==> src/u8hex_pkg.sv <==
// Shared types, constants and a helper function for the UTF-8 to UCS-2 hex encoder.
package u8hex_pkg;

    // Lead and continuation byte boundaries.
    localparam logic [7:0] LEAD2_MIN = 8'hC2;
    localparam logic [7:0] LEAD2_MAX = 8'hDF;
    localparam logic [7:0] LEAD3_MIN = 8'hE0;
    localparam logic [7:0] LEAD3_MAX = 8'hEF;
    localparam logic [7:0] CONT_MIN  = 8'h80;
    localparam logic [7:0] CONT_MAX  = 8'hBF;

    // Surrogate range of the decoded value.
    localparam logic [15:0] SURR_MIN = 16'hD800;
    localparam logic [15:0] SURR_MAX = 16'hDFFF;

    // Payload masks of lead and continuation bytes.
    localparam logic [7:0] MASK_LEAD2 = 8'h1F;
    localparam logic [7:0] MASK_LEAD3 = 8'h0F;
    localparam logic [7:0] MASK_CONT  = 8'h3F;

    // ASCII bases for hex digits.
    localparam logic [6:0] ASCII_ZERO  = 7'h30;
    localparam logic [6:0] ASCII_ALPHA = 7'h37;   // 'A' - 10

    // Continuation byte counts.
    localparam logic [1:0] REM_NONE = 2'd0;
    localparam logic [1:0] REM_ONE  = 2'd1;
    localparam logic [1:0] REM_TWO  = 2'd2;

    // Digit positions within one code point.
    localparam logic [1:0] DIGIT_FIRST = 2'd0;
    localparam logic [1:0] DIGIT_LAST  = 2'd3;

    // One unit of work handed from the decoder to the serializer.
    typedef struct packed {
        logic [15:0] code;    // decoded code point
        logic        digits;  // 1: four digits, 0: lone message-end result
        logic        last;    // request carried the message end flag
        logic        ok;      // message status for the final result
    } job_t;

    // Handshake between decoder and serializer.
    typedef struct packed {
        logic valid;
        job_t job;
    } job_slot_t;

    function automatic logic [6:0] nibble_to_ascii(input logic [3:0] v);
        logic [6:0] wide;
        wide = {3'b000, v};
        return (v < 4'd10) ? (ASCII_ZERO + wide) : (ASCII_ALPHA + wide);
    endfunction

endpackage

==> src/u8hex_byte_if.sv <==
// Request channel carrying one UTF-8 byte and its message end flag.
interface u8hex_byte_if;
    logic       valid;
    logic       ready;
    logic [7:0] byte_value;
    logic       message_last;

    modport source (output valid, output byte_value, output message_last, input ready);
    modport sink   (input valid, input byte_value, input message_last, output ready);
endinterface

==> src/u8hex_hex_if.sv <==
// Result channel carrying one hex digit and its message status flags.
interface u8hex_hex_if;
    logic       valid;
    logic       ready;
    logic [6:0] hex_char;
    logic       char_valid;
    logic       run_last;
    logic       message_end;
    logic       message_ok;

    modport source (output valid, output hex_char, output char_valid, output run_last,
                    output message_end, output message_ok, input ready);
    modport sink   (input valid, input hex_char, input char_valid, input run_last,
                    input message_end, input message_ok, output ready);
endinterface

==> src/u8hex_decode.sv <==
// UTF-8 decoder: sequence state, error tracking and the one-entry job register.
module u8hex_decode
(
    input  logic                clk,
    input  logic                rst_n,
    u8hex_byte_if.sink          utf8,
    input  logic                pop,
    output u8hex_pkg::job_slot_t slot
);

    logic [15:0]       acc_reg, acc_next;
    logic [1:0]        rem_reg, rem_next;
    logic              err_reg, err_next;
    logic              any_reg, any_next;
    logic              job_valid_reg;
    u8hex_pkg::job_t   job_reg;
    u8hex_pkg::job_t   job_next;
    logic              complete;
    logic [15:0]       code;
    logic [15:0]       acc_shift;
    logic [1:0]        rem_dec;
    logic [7:0]        b;
    logic              accept;
    logic              push;

    assign b          = utf8.byte_value;
    assign utf8.ready = !job_valid_reg || pop;
    assign accept     = utf8.valid && utf8.ready;

    assign acc_shift = {acc_reg[9:0], b[5:0] & u8hex_pkg::MASK_CONT[5:0]};
    assign rem_dec   = rem_reg - 2'd1;

    always_comb
    begin
        acc_next = acc_reg;
        rem_next = rem_reg;
        err_next = err_reg;
        any_next = any_reg;
        complete = 1'b0;
        code     = acc_reg;
        if (!err_reg)
        begin
            if (rem_reg == u8hex_pkg::REM_NONE)
            begin
                if (!b[7])
                begin
                    code     = {8'h00, b};
                    complete = 1'b1;
                end
                else if (b >= u8hex_pkg::LEAD2_MIN && b <= u8hex_pkg::LEAD2_MAX)
                begin
                    acc_next = {8'h00, b & u8hex_pkg::MASK_LEAD2};
                    rem_next = u8hex_pkg::REM_ONE;
                end
                else if (b >= u8hex_pkg::LEAD3_MIN && b <= u8hex_pkg::LEAD3_MAX)
                begin
                    acc_next = {8'h00, b & u8hex_pkg::MASK_LEAD3};
                    rem_next = u8hex_pkg::REM_TWO;
                end
                else
                begin
                    err_next = 1'b1;
                end
            end
            else if (b >= u8hex_pkg::CONT_MIN && b <= u8hex_pkg::CONT_MAX)
            begin
                acc_next = acc_shift;
                rem_next = rem_dec;
                if (rem_dec == u8hex_pkg::REM_NONE)
                begin
                    code = acc_shift;
                    if (acc_shift >= u8hex_pkg::SURR_MIN && acc_shift <= u8hex_pkg::SURR_MAX)
                        err_next = 1'b1;
                    else
                        complete = 1'b1;
                end
            end
            else
            begin
                err_next = 1'b1;
            end
        end
        // A message that ends inside a sequence is cut off.
        if (utf8.message_last && rem_next != u8hex_pkg::REM_NONE)
            err_next = 1'b1;
        if (complete)
            any_next = 1'b1;
    end

    always_comb
    begin
        job_next.code   = code;
        job_next.digits = complete;
        job_next.last   = utf8.message_last;
        job_next.ok     = !err_next && any_next;
    end

    // Only completed characters and message ends produce results.
    assign push = accept && (complete || utf8.message_last);

    always_ff @(posedge clk or negedge rst_n)
    begin
        if (!rst_n)
        begin
            acc_reg       <= '0;
            rem_reg       <= u8hex_pkg::REM_NONE;
            err_reg       <= 1'b0;
            any_reg       <= 1'b0;
            job_valid_reg <= 1'b0;
        end
        else
        begin
            if (accept)
            begin
                if (utf8.message_last)
                begin
                    acc_reg <= '0;
                    rem_reg <= u8hex_pkg::REM_NONE;
                    err_reg <= 1'b0;
                    any_reg <= 1'b0;
                end
                else
                begin
                    acc_reg <= acc_next;
                    rem_reg <= rem_next;
                    err_reg <= err_next;
                    any_reg <= any_next;
                end
            end
            if (push)
                job_valid_reg <= 1'b1;
            else if (pop)
                job_valid_reg <= 1'b0;
        end
    end

    always_ff @(posedge clk)
    begin
        if (push)
            job_reg <= job_next;
    end

    assign slot.valid = job_valid_reg;
    assign slot.job   = job_reg;

endmodule

==> src/u8hex_serial.sv <==
// Serializer: walks a job out as hex digits through the output register.
module u8hex_serial
(
    input  logic                 clk,
    input  logic                 rst_n,
    input  u8hex_pkg::job_slot_t slot,
    output logic                 pop,
    u8hex_hex_if.source          hex
);

    logic [1:0] idx_reg;
    logic       out_valid_reg;
    logic [6:0] char_reg;
    logic       cvalid_reg;
    logic       run_last_reg;
    logic       end_reg;
    logic       ok_reg;
    logic       load;
    logic       final_res;
    logic [3:0] nib;
    logic [6:0] char_next;
    logic       cvalid_next;
    logic       run_last_next;
    logic       end_next;
    logic       ok_next;

    assign load      = slot.valid && (!out_valid_reg || hex.ready);
    assign final_res = !slot.job.digits || idx_reg == u8hex_pkg::DIGIT_LAST;
    assign pop       = load && final_res;

    always_comb
    begin
        case (idx_reg)
            2'd0:    nib = slot.job.code[15:12];
            2'd1:    nib = slot.job.code[11:8];
            2'd2:    nib = slot.job.code[7:4];
            default: nib = slot.job.code[3:0];
        endcase
    end

    always_comb
    begin
        if (slot.job.digits)
        begin
            char_next   = u8hex_pkg::nibble_to_ascii(nib);
            cvalid_next = 1'b1;
        end
        else
        begin
            char_next   = '0;
            cvalid_next = 1'b0;
        end
        run_last_next = final_res;
        end_next      = final_res && slot.job.last;
        ok_next       = final_res && slot.job.last && slot.job.ok;
    end

    always_ff @(posedge clk or negedge rst_n)
    begin
        if (!rst_n)
        begin
            idx_reg       <= u8hex_pkg::DIGIT_FIRST;
            out_valid_reg <= 1'b0;
        end
        else
        begin
            if (load)
            begin
                out_valid_reg <= 1'b1;
                idx_reg       <= final_res ? u8hex_pkg::DIGIT_FIRST : idx_reg + 2'd1;
            end
            else if (hex.ready)
            begin
                out_valid_reg <= 1'b0;
            end
        end
    end

    always_ff @(posedge clk)
    begin
        if (load)
        begin
            char_reg     <= char_next;
            cvalid_reg   <= cvalid_next;
            run_last_reg <= run_last_next;
            end_reg      <= end_next;
            ok_reg       <= ok_next;
        end
    end

    assign hex.valid       = out_valid_reg;
    assign hex.hex_char    = char_reg;
    assign hex.char_valid  = cvalid_reg;
    assign hex.run_last    = run_last_reg;
    assign hex.message_end = end_reg;
    assign hex.message_ok  = ok_reg;

endmodule

==> src/utf8_to_ucs2_hex_encoder_core.sv <==
// Top level of the UTF-8 to UCS-2 hex encoder: decoder feeding a digit serializer.
//
//   channel  dir  payload                                          handshake
//   utf8     in   byte_value[7:0], message_last                    valid/ready
//   hex      out  hex_char[6:0], char_valid, run_last,             valid/ready
//                 message_end, message_ok
//
// A request is decoded in the cycle it is accepted; the decoder state and a
// one-entry job register update at that edge. A request that completes a
// character yields four results, one per cycle while hex is ready, and a
// message end that completes no character yields one; other requests yield
// none. With the result side always ready, ASCII input is bound by the
// output register, which loads a single result per cycle.
// Reset is asynchronous and active low and clears all sequence state.
// A stall on hex holds the output register and the job register; the next
// request is taken in the same cycle the current job's last result loads.
module utf8_to_ucs2_hex_encoder_core
(
    input  logic         clk,
    input  logic         rst_n,
    u8hex_byte_if.sink   utf8,
    u8hex_hex_if.source  hex
);

    // Job slot between the decoder and the serializer.
    u8hex_pkg::job_slot_t slot;

    // The serializer releases the slot as the final result of a job loads.
    logic pop;

    u8hex_decode u_decode
    (
        .clk   (clk),
        .rst_n (rst_n),
        .utf8  (utf8),
        .pop   (pop),
        .slot  (slot)
    );

    u8hex_serial u_serial
    (
        .clk   (clk),
        .rst_n (rst_n),
        .slot  (slot),
        .pop   (pop),
        .hex   (hex)
    );

endmodule
==> src/flat_wrapper.sv <==
// flat-port wrapper written by rule: the top's interface ports become plain ports
module utf8_to_ucs2_hex_encoder_core_flat 
  (clk, rst_n, utf8_valid, utf8_byte_value, utf8_message_last, utf8_ready, hex_valid, hex_hex_char, hex_char_valid, hex_run_last, hex_message_end, hex_message_ok, hex_ready);
  u8hex_byte_if utf8_i ();
  u8hex_hex_if hex_i ();
  input  logic clk;
  input  logic rst_n;
  input wire logic [$bits(utf8_i.valid)-1:0] utf8_valid;
  input wire logic [$bits(utf8_i.byte_value)-1:0] utf8_byte_value;
  input wire logic [$bits(utf8_i.message_last)-1:0] utf8_message_last;
  output wire logic [$bits(utf8_i.ready)-1:0] utf8_ready;
  output wire logic [$bits(hex_i.valid)-1:0] hex_valid;
  output wire logic [$bits(hex_i.hex_char)-1:0] hex_hex_char;
  output wire logic [$bits(hex_i.char_valid)-1:0] hex_char_valid;
  output wire logic [$bits(hex_i.run_last)-1:0] hex_run_last;
  output wire logic [$bits(hex_i.message_end)-1:0] hex_message_end;
  output wire logic [$bits(hex_i.message_ok)-1:0] hex_message_ok;
  input wire logic [$bits(hex_i.ready)-1:0] hex_ready;
  assign utf8_i.valid = utf8_valid;
  assign utf8_i.byte_value = utf8_byte_value;
  assign utf8_i.message_last = utf8_message_last;
  assign utf8_ready = utf8_i.ready;
  assign hex_valid = hex_i.valid;
  assign hex_hex_char = hex_i.hex_char;
  assign hex_char_valid = hex_i.char_valid;
  assign hex_run_last = hex_i.run_last;
  assign hex_message_end = hex_i.message_end;
  assign hex_message_ok = hex_i.message_ok;
  assign hex_i.ready = hex_ready;
  utf8_to_ucs2_hex_encoder_core u_core (.clk(clk), .rst_n(rst_n), .utf8(utf8_i), .hex(hex_i));
endmodule
==> config.mk <==
export PLATFORM = sky130hd
export DESIGN_NAME = utf8_to_ucs2_hex_encoder_core_flat
export DESIGN_NICKNAME = d
export VERILOG_FILES = /design/src/u8hex_pkg.sv /design/src/u8hex_byte_if.sv /design/src/u8hex_hex_if.sv /design/src/u8hex_decode.sv /design/src/u8hex_serial.sv /design/src/utf8_to_ucs2_hex_encoder_core.sv /design/src/flat_wrapper.sv
export SDC_FILE = /design/constraint.sdc
export NUM_CORES = 1
export LEC_CHECK = 0
export BUFFER_PORTS_ARGS = -buffer_cell sky130_fd_sc_hd__buf_2
export CAP_MARGIN = 10
export CORE_MARGIN = 2
export CORE_UTILIZATION = 30
export DETAILED_ROUTE_END_ITERATION = 12
export GPL_TIMING_DRIVEN = 0
export PLACE_DENSITY = 0.49
export SYNTH_ARGS = -nofsm -noshare
export SYNTH_HDL_FRONTEND = slang
export SYNTH_SLANG_ARGS = --single-unit
==> constraint.sdc <==
create_clock -name clk -period 4.1 [get_ports clk]
set_input_delay 0.41 -clock clk [delete_from_list [all_inputs] [get_ports clk]]
set_output_delay 0.41 -clock clk [all_outputs]
set_load 0.01 [all_outputs]
==> results of run 1 <==
==> Yosys cell counts (4+ instances only) <==
cell | n | area, um2
a22o_2 | 6 | 60.06
dfrtp_1 | 24 | 600.6
nor2_1 | 19 | 71.32
clkbuf_1 | 8 | 30.03
ha_1 | 7 | 87.58
a222oi_1 | 4 | 40.04
inv_1 | 9 | 33.78
nand2_1 | 34 | 127.6
o21ai_0 | 7 | 35.03
a21oi_1 | 11 | 55.05
nor2b_1 | 4 | 25.02
edfxtp_1 | 30 | 900.9
a22o_1 | 17 | 148.9
==> worst max-delay path by stage <==
stage	start	endpoint	depth (start not counted)
6_report	u_core.u_decode.rem_reg[1]	u_core.u_decode.slot[4]	9
5_1_grt	u_core.u_decode.rem_reg[1]	u_core.u_decode.slot[4]	9
4_1_cts	u_core.u_decode.rem_reg[1]	u_core.u_decode.slot[4]	9
3_5_place_dp	u_core.u_decode.rem_reg[1]	u_core.u_decode.slot[16]	9
3_3_place_gp	u_core.u_decode.rem_reg[1]	u_core.u_decode.slot[5]	8
2_1_floorplan	u_core.u_decode.rem_reg[1]	u_core.u_decode.slot[0]	8
==> cell type report <==
class                      instances  area, um2  share of cell area [%]
multi-input combinational        157       1033                   34.78
clock buffer                       5      68.82                   2.316
inverter                          11      41.29                   1.389
timing repair buffer              23      117.6                   3.958
sequential                        54       1501                   50.53
buffer                            10      52.55                   1.768
tap                              108      135.1                   4.547
clock inverter                     3      21.27                  0.7158
==> report_power, final <==
part / total [uW] / internal, uW / switching [uW] / leakage [uW]
combinational: 671 / 249 / 422 / 0.000578
clock: 304 / 121 / 183 / 0.0000441
sequential: 786 / 729 / 56.7 / 0.000613
==> metal layers <==
metal	vias to the layer above	wire (um)	track usage (%)
met3	6	188	2.590
met2	34	2465	18.46
met1	880	2799	18.04
met5	-	0	0
li1	925	-	-
met4	0	75	4.167
==> placed cells by master (no fill, tap or decap), drive strengths merged, types with 2 or more instances in the layout <==
cell type  netlist  layout
a211oi           2       2
a21oi           11      11
a221oi           2       2
a222oi           4       4
a22o            23      23
a31oi            4       4
and2             2       2
and3             2       2
buf              2      25
clkbuf           8      13
clkinv           0       2
dfrtp           24      24
edfxtp          30      30
ha               7       7
inv             11      11
nand2           35      35
nand2b           2       2
nand3            3       3
nor2            19      19
nor2b            4       4
nor3             3       3
nor4             2       2
nor4bb           2       2
o21ai            7       7
o21bai           2       2
or2              2       2
==> stage by stage <==
step | utilization, % | hold slack [ns] | setup WS (ns) | power, uW
floorplan | - | 0.1144 | 1.262 | 1272
global placement | 33.45 | 0.4475 | 0.5755 | 1465
detailed placement | 33.53 | 0.4503 | 1.055 | 1468
CTS | 34.58 | 0.1118 | 1.029 | 1779
global route | 34.58 | 0.1315 | 0.6498 | 1911
finish | 34.58 | 0.09402 | 1.054 | 1761
==> cell families after synthesis <==
group                    after synthesis
AND/OR/NAND/NOR                       82
AO/OA/AOI/OAI                         67
flip-flops                            54
buffers and inverters                 21
adder cells (fa/ha/maj)                7
XOR/XNOR                               1
==> critical path: cells and delay by family (launching register included) <==
kind            cells  cell delay [ns]
buf+inv             3             0.79
compound gates      1             0.25
simple gates        4             1.08
flops               1             0.41
fa+ha+maj           1             0.21
==> results.cfg, run 1 <==
[floorplan]
fp.dieW_um = 97.61
core_um2 = 8593
io-pin-count = 26
initial_utilization_pct = 30.59
die_h_um = 97.61
dieArea_um2 = 9528
placementRows = 34

[logic_synthesis]
synthMuxAreaShare_pct = 0
synth_xor_area_share_pct = 0.3332
ys_seq_elements = 54
synth_cell_types = 51
yosysWarnings = 0
async_flop_share_pct = 44.44
synthSimpleGateAreaFrac_pct = 15.33
synth_top_family_by_area = compound AO/OA/AOI/OAI gates
avgSynthCellArea_um2 = 11.33
synth_fp_nets = 252
synth_compound_area_share_pct = 20.32
synth_edf_count = 30
netlist_instances = 232
netlist_area_um2 = 2629
synth_adder_area_share_pct = 3.332
synth.yosys.seq_area_share_pct = 57.12
synthFlopType = edfxtp_1

[place]
place_hpwl_um = 3927
port_buffers = 22
gp_congestion = 0.7881
postPlaceCellArea_um2 = 2882
dp_cells = 363

[critical_path]
cp.required_ns = 4.12
critPathLaunchType = flop
path_class = flop to flop
slowest_delay_ns = 0.41
cpMaxStageDelayCell = dfrtp_1
worst_setup_path_end_kind = flop
crit_chain = inv_1 > ha_1 > clkbuf_1 > nor2b_1 > o21bai_1 > nor2_1 > nor2_1 > nor2_1 > buf_4
r2r_start = u_core.u_decode.rem_reg[1]
r2r_setup_slack_ns = 1.05
reg2regPathDepth = 9
cp.arrival_ns = 3.07
cp_max_fo = 13
crit_path_frequent_cell = nor2_1
reg2reg_to = u_core.u_decode.slot[4]

[timing]
setup-tns-final_ns = 0
max_freq_ghz = 0.3283
maxSlewViolCount = 0
relSlewSlack_pct = 36.49
finClkSkew_ns = 0.006695
finalHoldViolCount = 0
fin_crit_sh_pct = 74.29
fin_crit_ns = 3.046
finalSetupViolations = 0
rsz0062_at_grt = no
tightest_slew_ns = 0.9439

[pwr]
powerDensity_nw_per_um2 = 592.4
p_leak_uw = 0.001236
vdd.ir_drop.worst_mv = 0.1856

[global_route]
overflow = 0
antenna_found_initial = 0
grt_pass1_vias = 1848
grt_max_degree = 25
track_usage_pct = 12.42
grt_pass1_wl_um = 9508

[detailed_routing]
drt_iter0_drc = 74
post_drt_wl_per_cell_um = 14.90
vias = 1845
drc = 0
wl_um = 5528
ant_nets = 0
dr.pass1.iters = 4
via_per_inst = 4.973

[layout]
largest_register_ffs = 19
synthToLayoutAreaGrowth_pct = 13.04
postLayoutCellArea_um2 = 2972
stdcell_count = 371
drive_above_1_share_pct = 18.25
final_nets = 282
fillers = 903
antenna_cells = 0

[flow_run]
drv_cap = 0

[clocking]
cts_resized = 0
path_clk_slew_ns = 0.10
postCtsHoldBufs = 0
cts.path.max_buffers = 2
cts_tree = done
clockRootBuffer = clkbuf_8
cts_setup_buffers = 0
clk_latency_ns = 0.31
h-tree-depth = 2
cts_buffers = 5
clock_sinks = 54

[outcome]
status = complete, no violations

[hold_path]
hp-class = input pin to async pin
Note: power is estimated with default switching activity, not from simulation.
==> inputs of run 2 (changes only) <==
==> constraint.sdc (replaced) <==
create_clock -name clk -period 3.1 [get_ports clk]
set_input_delay 0.31 -clock clk [delete_from_list [all_inputs] [get_ports clk]]
set_output_delay 0.31 -clock clk [all_outputs]
set_load 0.01 [all_outputs]
==> results.cfg, run 2 (synthesis gave the netlist of run 1 again) <==
[detailed_routing]
dr.pass1.iters = 5
drc = 0
wl_um = 5515
vias = 1849
ant_nets = 0
drt_iter0_drc = 52
via_per_inst = 4.984
post_drt_wl_per_cell_um = 14.87

[outcome]
status = finished, violations left
violations = hold timing

[clocking]
cts.path.max_buffers = 2
clk_latency_ns = 0.31
cts_setup_buffers = 0
clockRootBuffer = clkbuf_8
h-tree-depth = 2
cts_buffers = 5
cts_tree = done
clock_sinks = 54
path_clk_slew_ns = 0.10

[critical_path]
cp_max_fo = 13
r2r_setup_slack_ns = 0.36
worst_setup_path_end_kind = flop
cp.required_ns = 3.12
cp.arrival_ns = 2.76
r2r_start = u_core.u_decode.rem_reg[1]
reg2regPathDepth = 9
critPathLaunchType = flop
reg2reg_to = u_core.u_decode.slot[4]
path_class = flop to flop

[timing]
maxSlewViolCount = 0
relSlewSlack_pct = 38.04
tightest_slew_ns = 0.9209
finClkSkew_ns = 0.006418
max_freq_ghz = 0.3652
hold_slack_ns = -0.008438
finalHoldViolCount = 5
finalSetupViolations = 0
fin_crit_ns = 2.738
rsz0062_at_grt = no
setup-tns-final_ns = 0
fin_crit_sh_pct = 88.34

[place]
place_hpwl_um = 3927
gp_congestion = 0.7881
port_buffers = 22
dp_cells = 363

[floorplan]
core_um2 = 8593
fp.dieW_um = 97.61
initial_utilization_pct = 30.59
die_h_um = 97.61
dieArea_um2 = 9528
io-pin-count = 26
placementRows = 34

[layout]
mostFrequentLayoutCell = nand2_1
final_nets = 282
multi_input_area_um2 = 1036
largest_register_ffs = 19
fillers = 903
drive_above_1_share_pct = 19.01
synthToLayoutAreaGrowth_pct = 13.18
mostFrequentLayoutCells = 34 x nand2_1, 30 x edfxtp_1, 24 x dfrtp_1
seqCellArea_um2 = 1501
antenna_cells = 0
stdcell_count = 371

[global_route]
antenna_found_initial = 0
grt_pass1_vias = 1848
overflow = 0
met3_usage_pct = 2.590
grtUsageMet1_pct = 18.04
grt_max_degree = 25
grt_pass1_wl_um = 9508
use_met2_pct = 18.46
track_usage_pct = 12.42
busiest_layer = met2

[pwr]
powerDensity_nw_per_um2 = 783.8
p_leak_uw = 0.001238
vdd.ir_drop.worst_mv = 0.2541
p_total_uw = 2332

[hold_path]
hp-class = input pin to async pin

[flow_run]
drv_cap = 0
## run 2: cell count changes in the layout (fill, tap and decap cells not counted)
| cell | change |
|---|---|
| clkbuf_2 | +1 |
| clkbuf_1 | -1 |
| nor2_1 | -1 |
| nor2_2 | +1 |
## run 2: how the worst max path moves through the flow
stage,startpoint,to,slack [ns]
after floorplan,u_core.u_decode.rem_reg[1],u_core.u_decode.slot[0],0.26
after global placement,u_core.u_decode.rem_reg[1],u_core.u_decode.slot[5],-0.42
after detailed placement,u_core.u_decode.rem_reg[1],u_core.u_decode.slot[16],0.06
after CTS,u_core.u_decode.rem_reg[1],u_core.u_decode.slot[4],0.03
after global routing,u_core.u_decode.rem_reg[1],u_core.u_decode.slot[4],0.03
final,u_core.u_decode.rem_reg[1],u_core.u_decode.slot[4],0.36
## run 2: per-stage QoR
stage                     setup WS, ns  utilization (%)  instance area (um2)
after floorplan                 0.2623                -                 2629
after global placement         -0.4245            33.45                 2874
after detailed placement       0.05504            33.53                 2882
after CTS                      0.02921            34.58                 2972
after global routing           0.02794            34.62                 2975
final                           0.3615            34.62                 2975
## run 2: layout make-up
type                            count  share of cell area [%]
Buffer                             10                   1.808
Clock buffer                        5                   2.313
Clock inverter                      3                  0.7149
Inverter                           11                   1.388
Multi-Input combinational cell    157                   34.82
Sequential cell                    54                   50.46
Tap cell                          108                   4.542
Timing Repair Buffer               23                   3.953
## run 2: critical path, cell delays in order (launching register included)
cell and delay [ns]:
dfrtp_1 0.41, inv_1 0.12, ha_1 0.21, clkbuf_2 0.24
nor2b_1 0.24, o21bai_1 0.25, nor2_1 0.33, nor2_1 0.09
nor2_2 0.28, buf_4 0.27
## run 2: per-layer routing
layer  part of all wire, %  vias up
met5                     0        -
met4                   1.4        0
met3                   3.6        7
met2                    45       41
met1                    50      877
li1                      -      924
## run 2: report_power, final
part,switching [uW],total [uW],internal [uW]
logic,558,891,332
clock network,242,402,159
registers,75.3,1040,965
## run 2: repair_timing
item,in CTS,in global routing
gates resized for setup,0,3
hold buffers,0,0
endpoints found under the setup margin,0,19
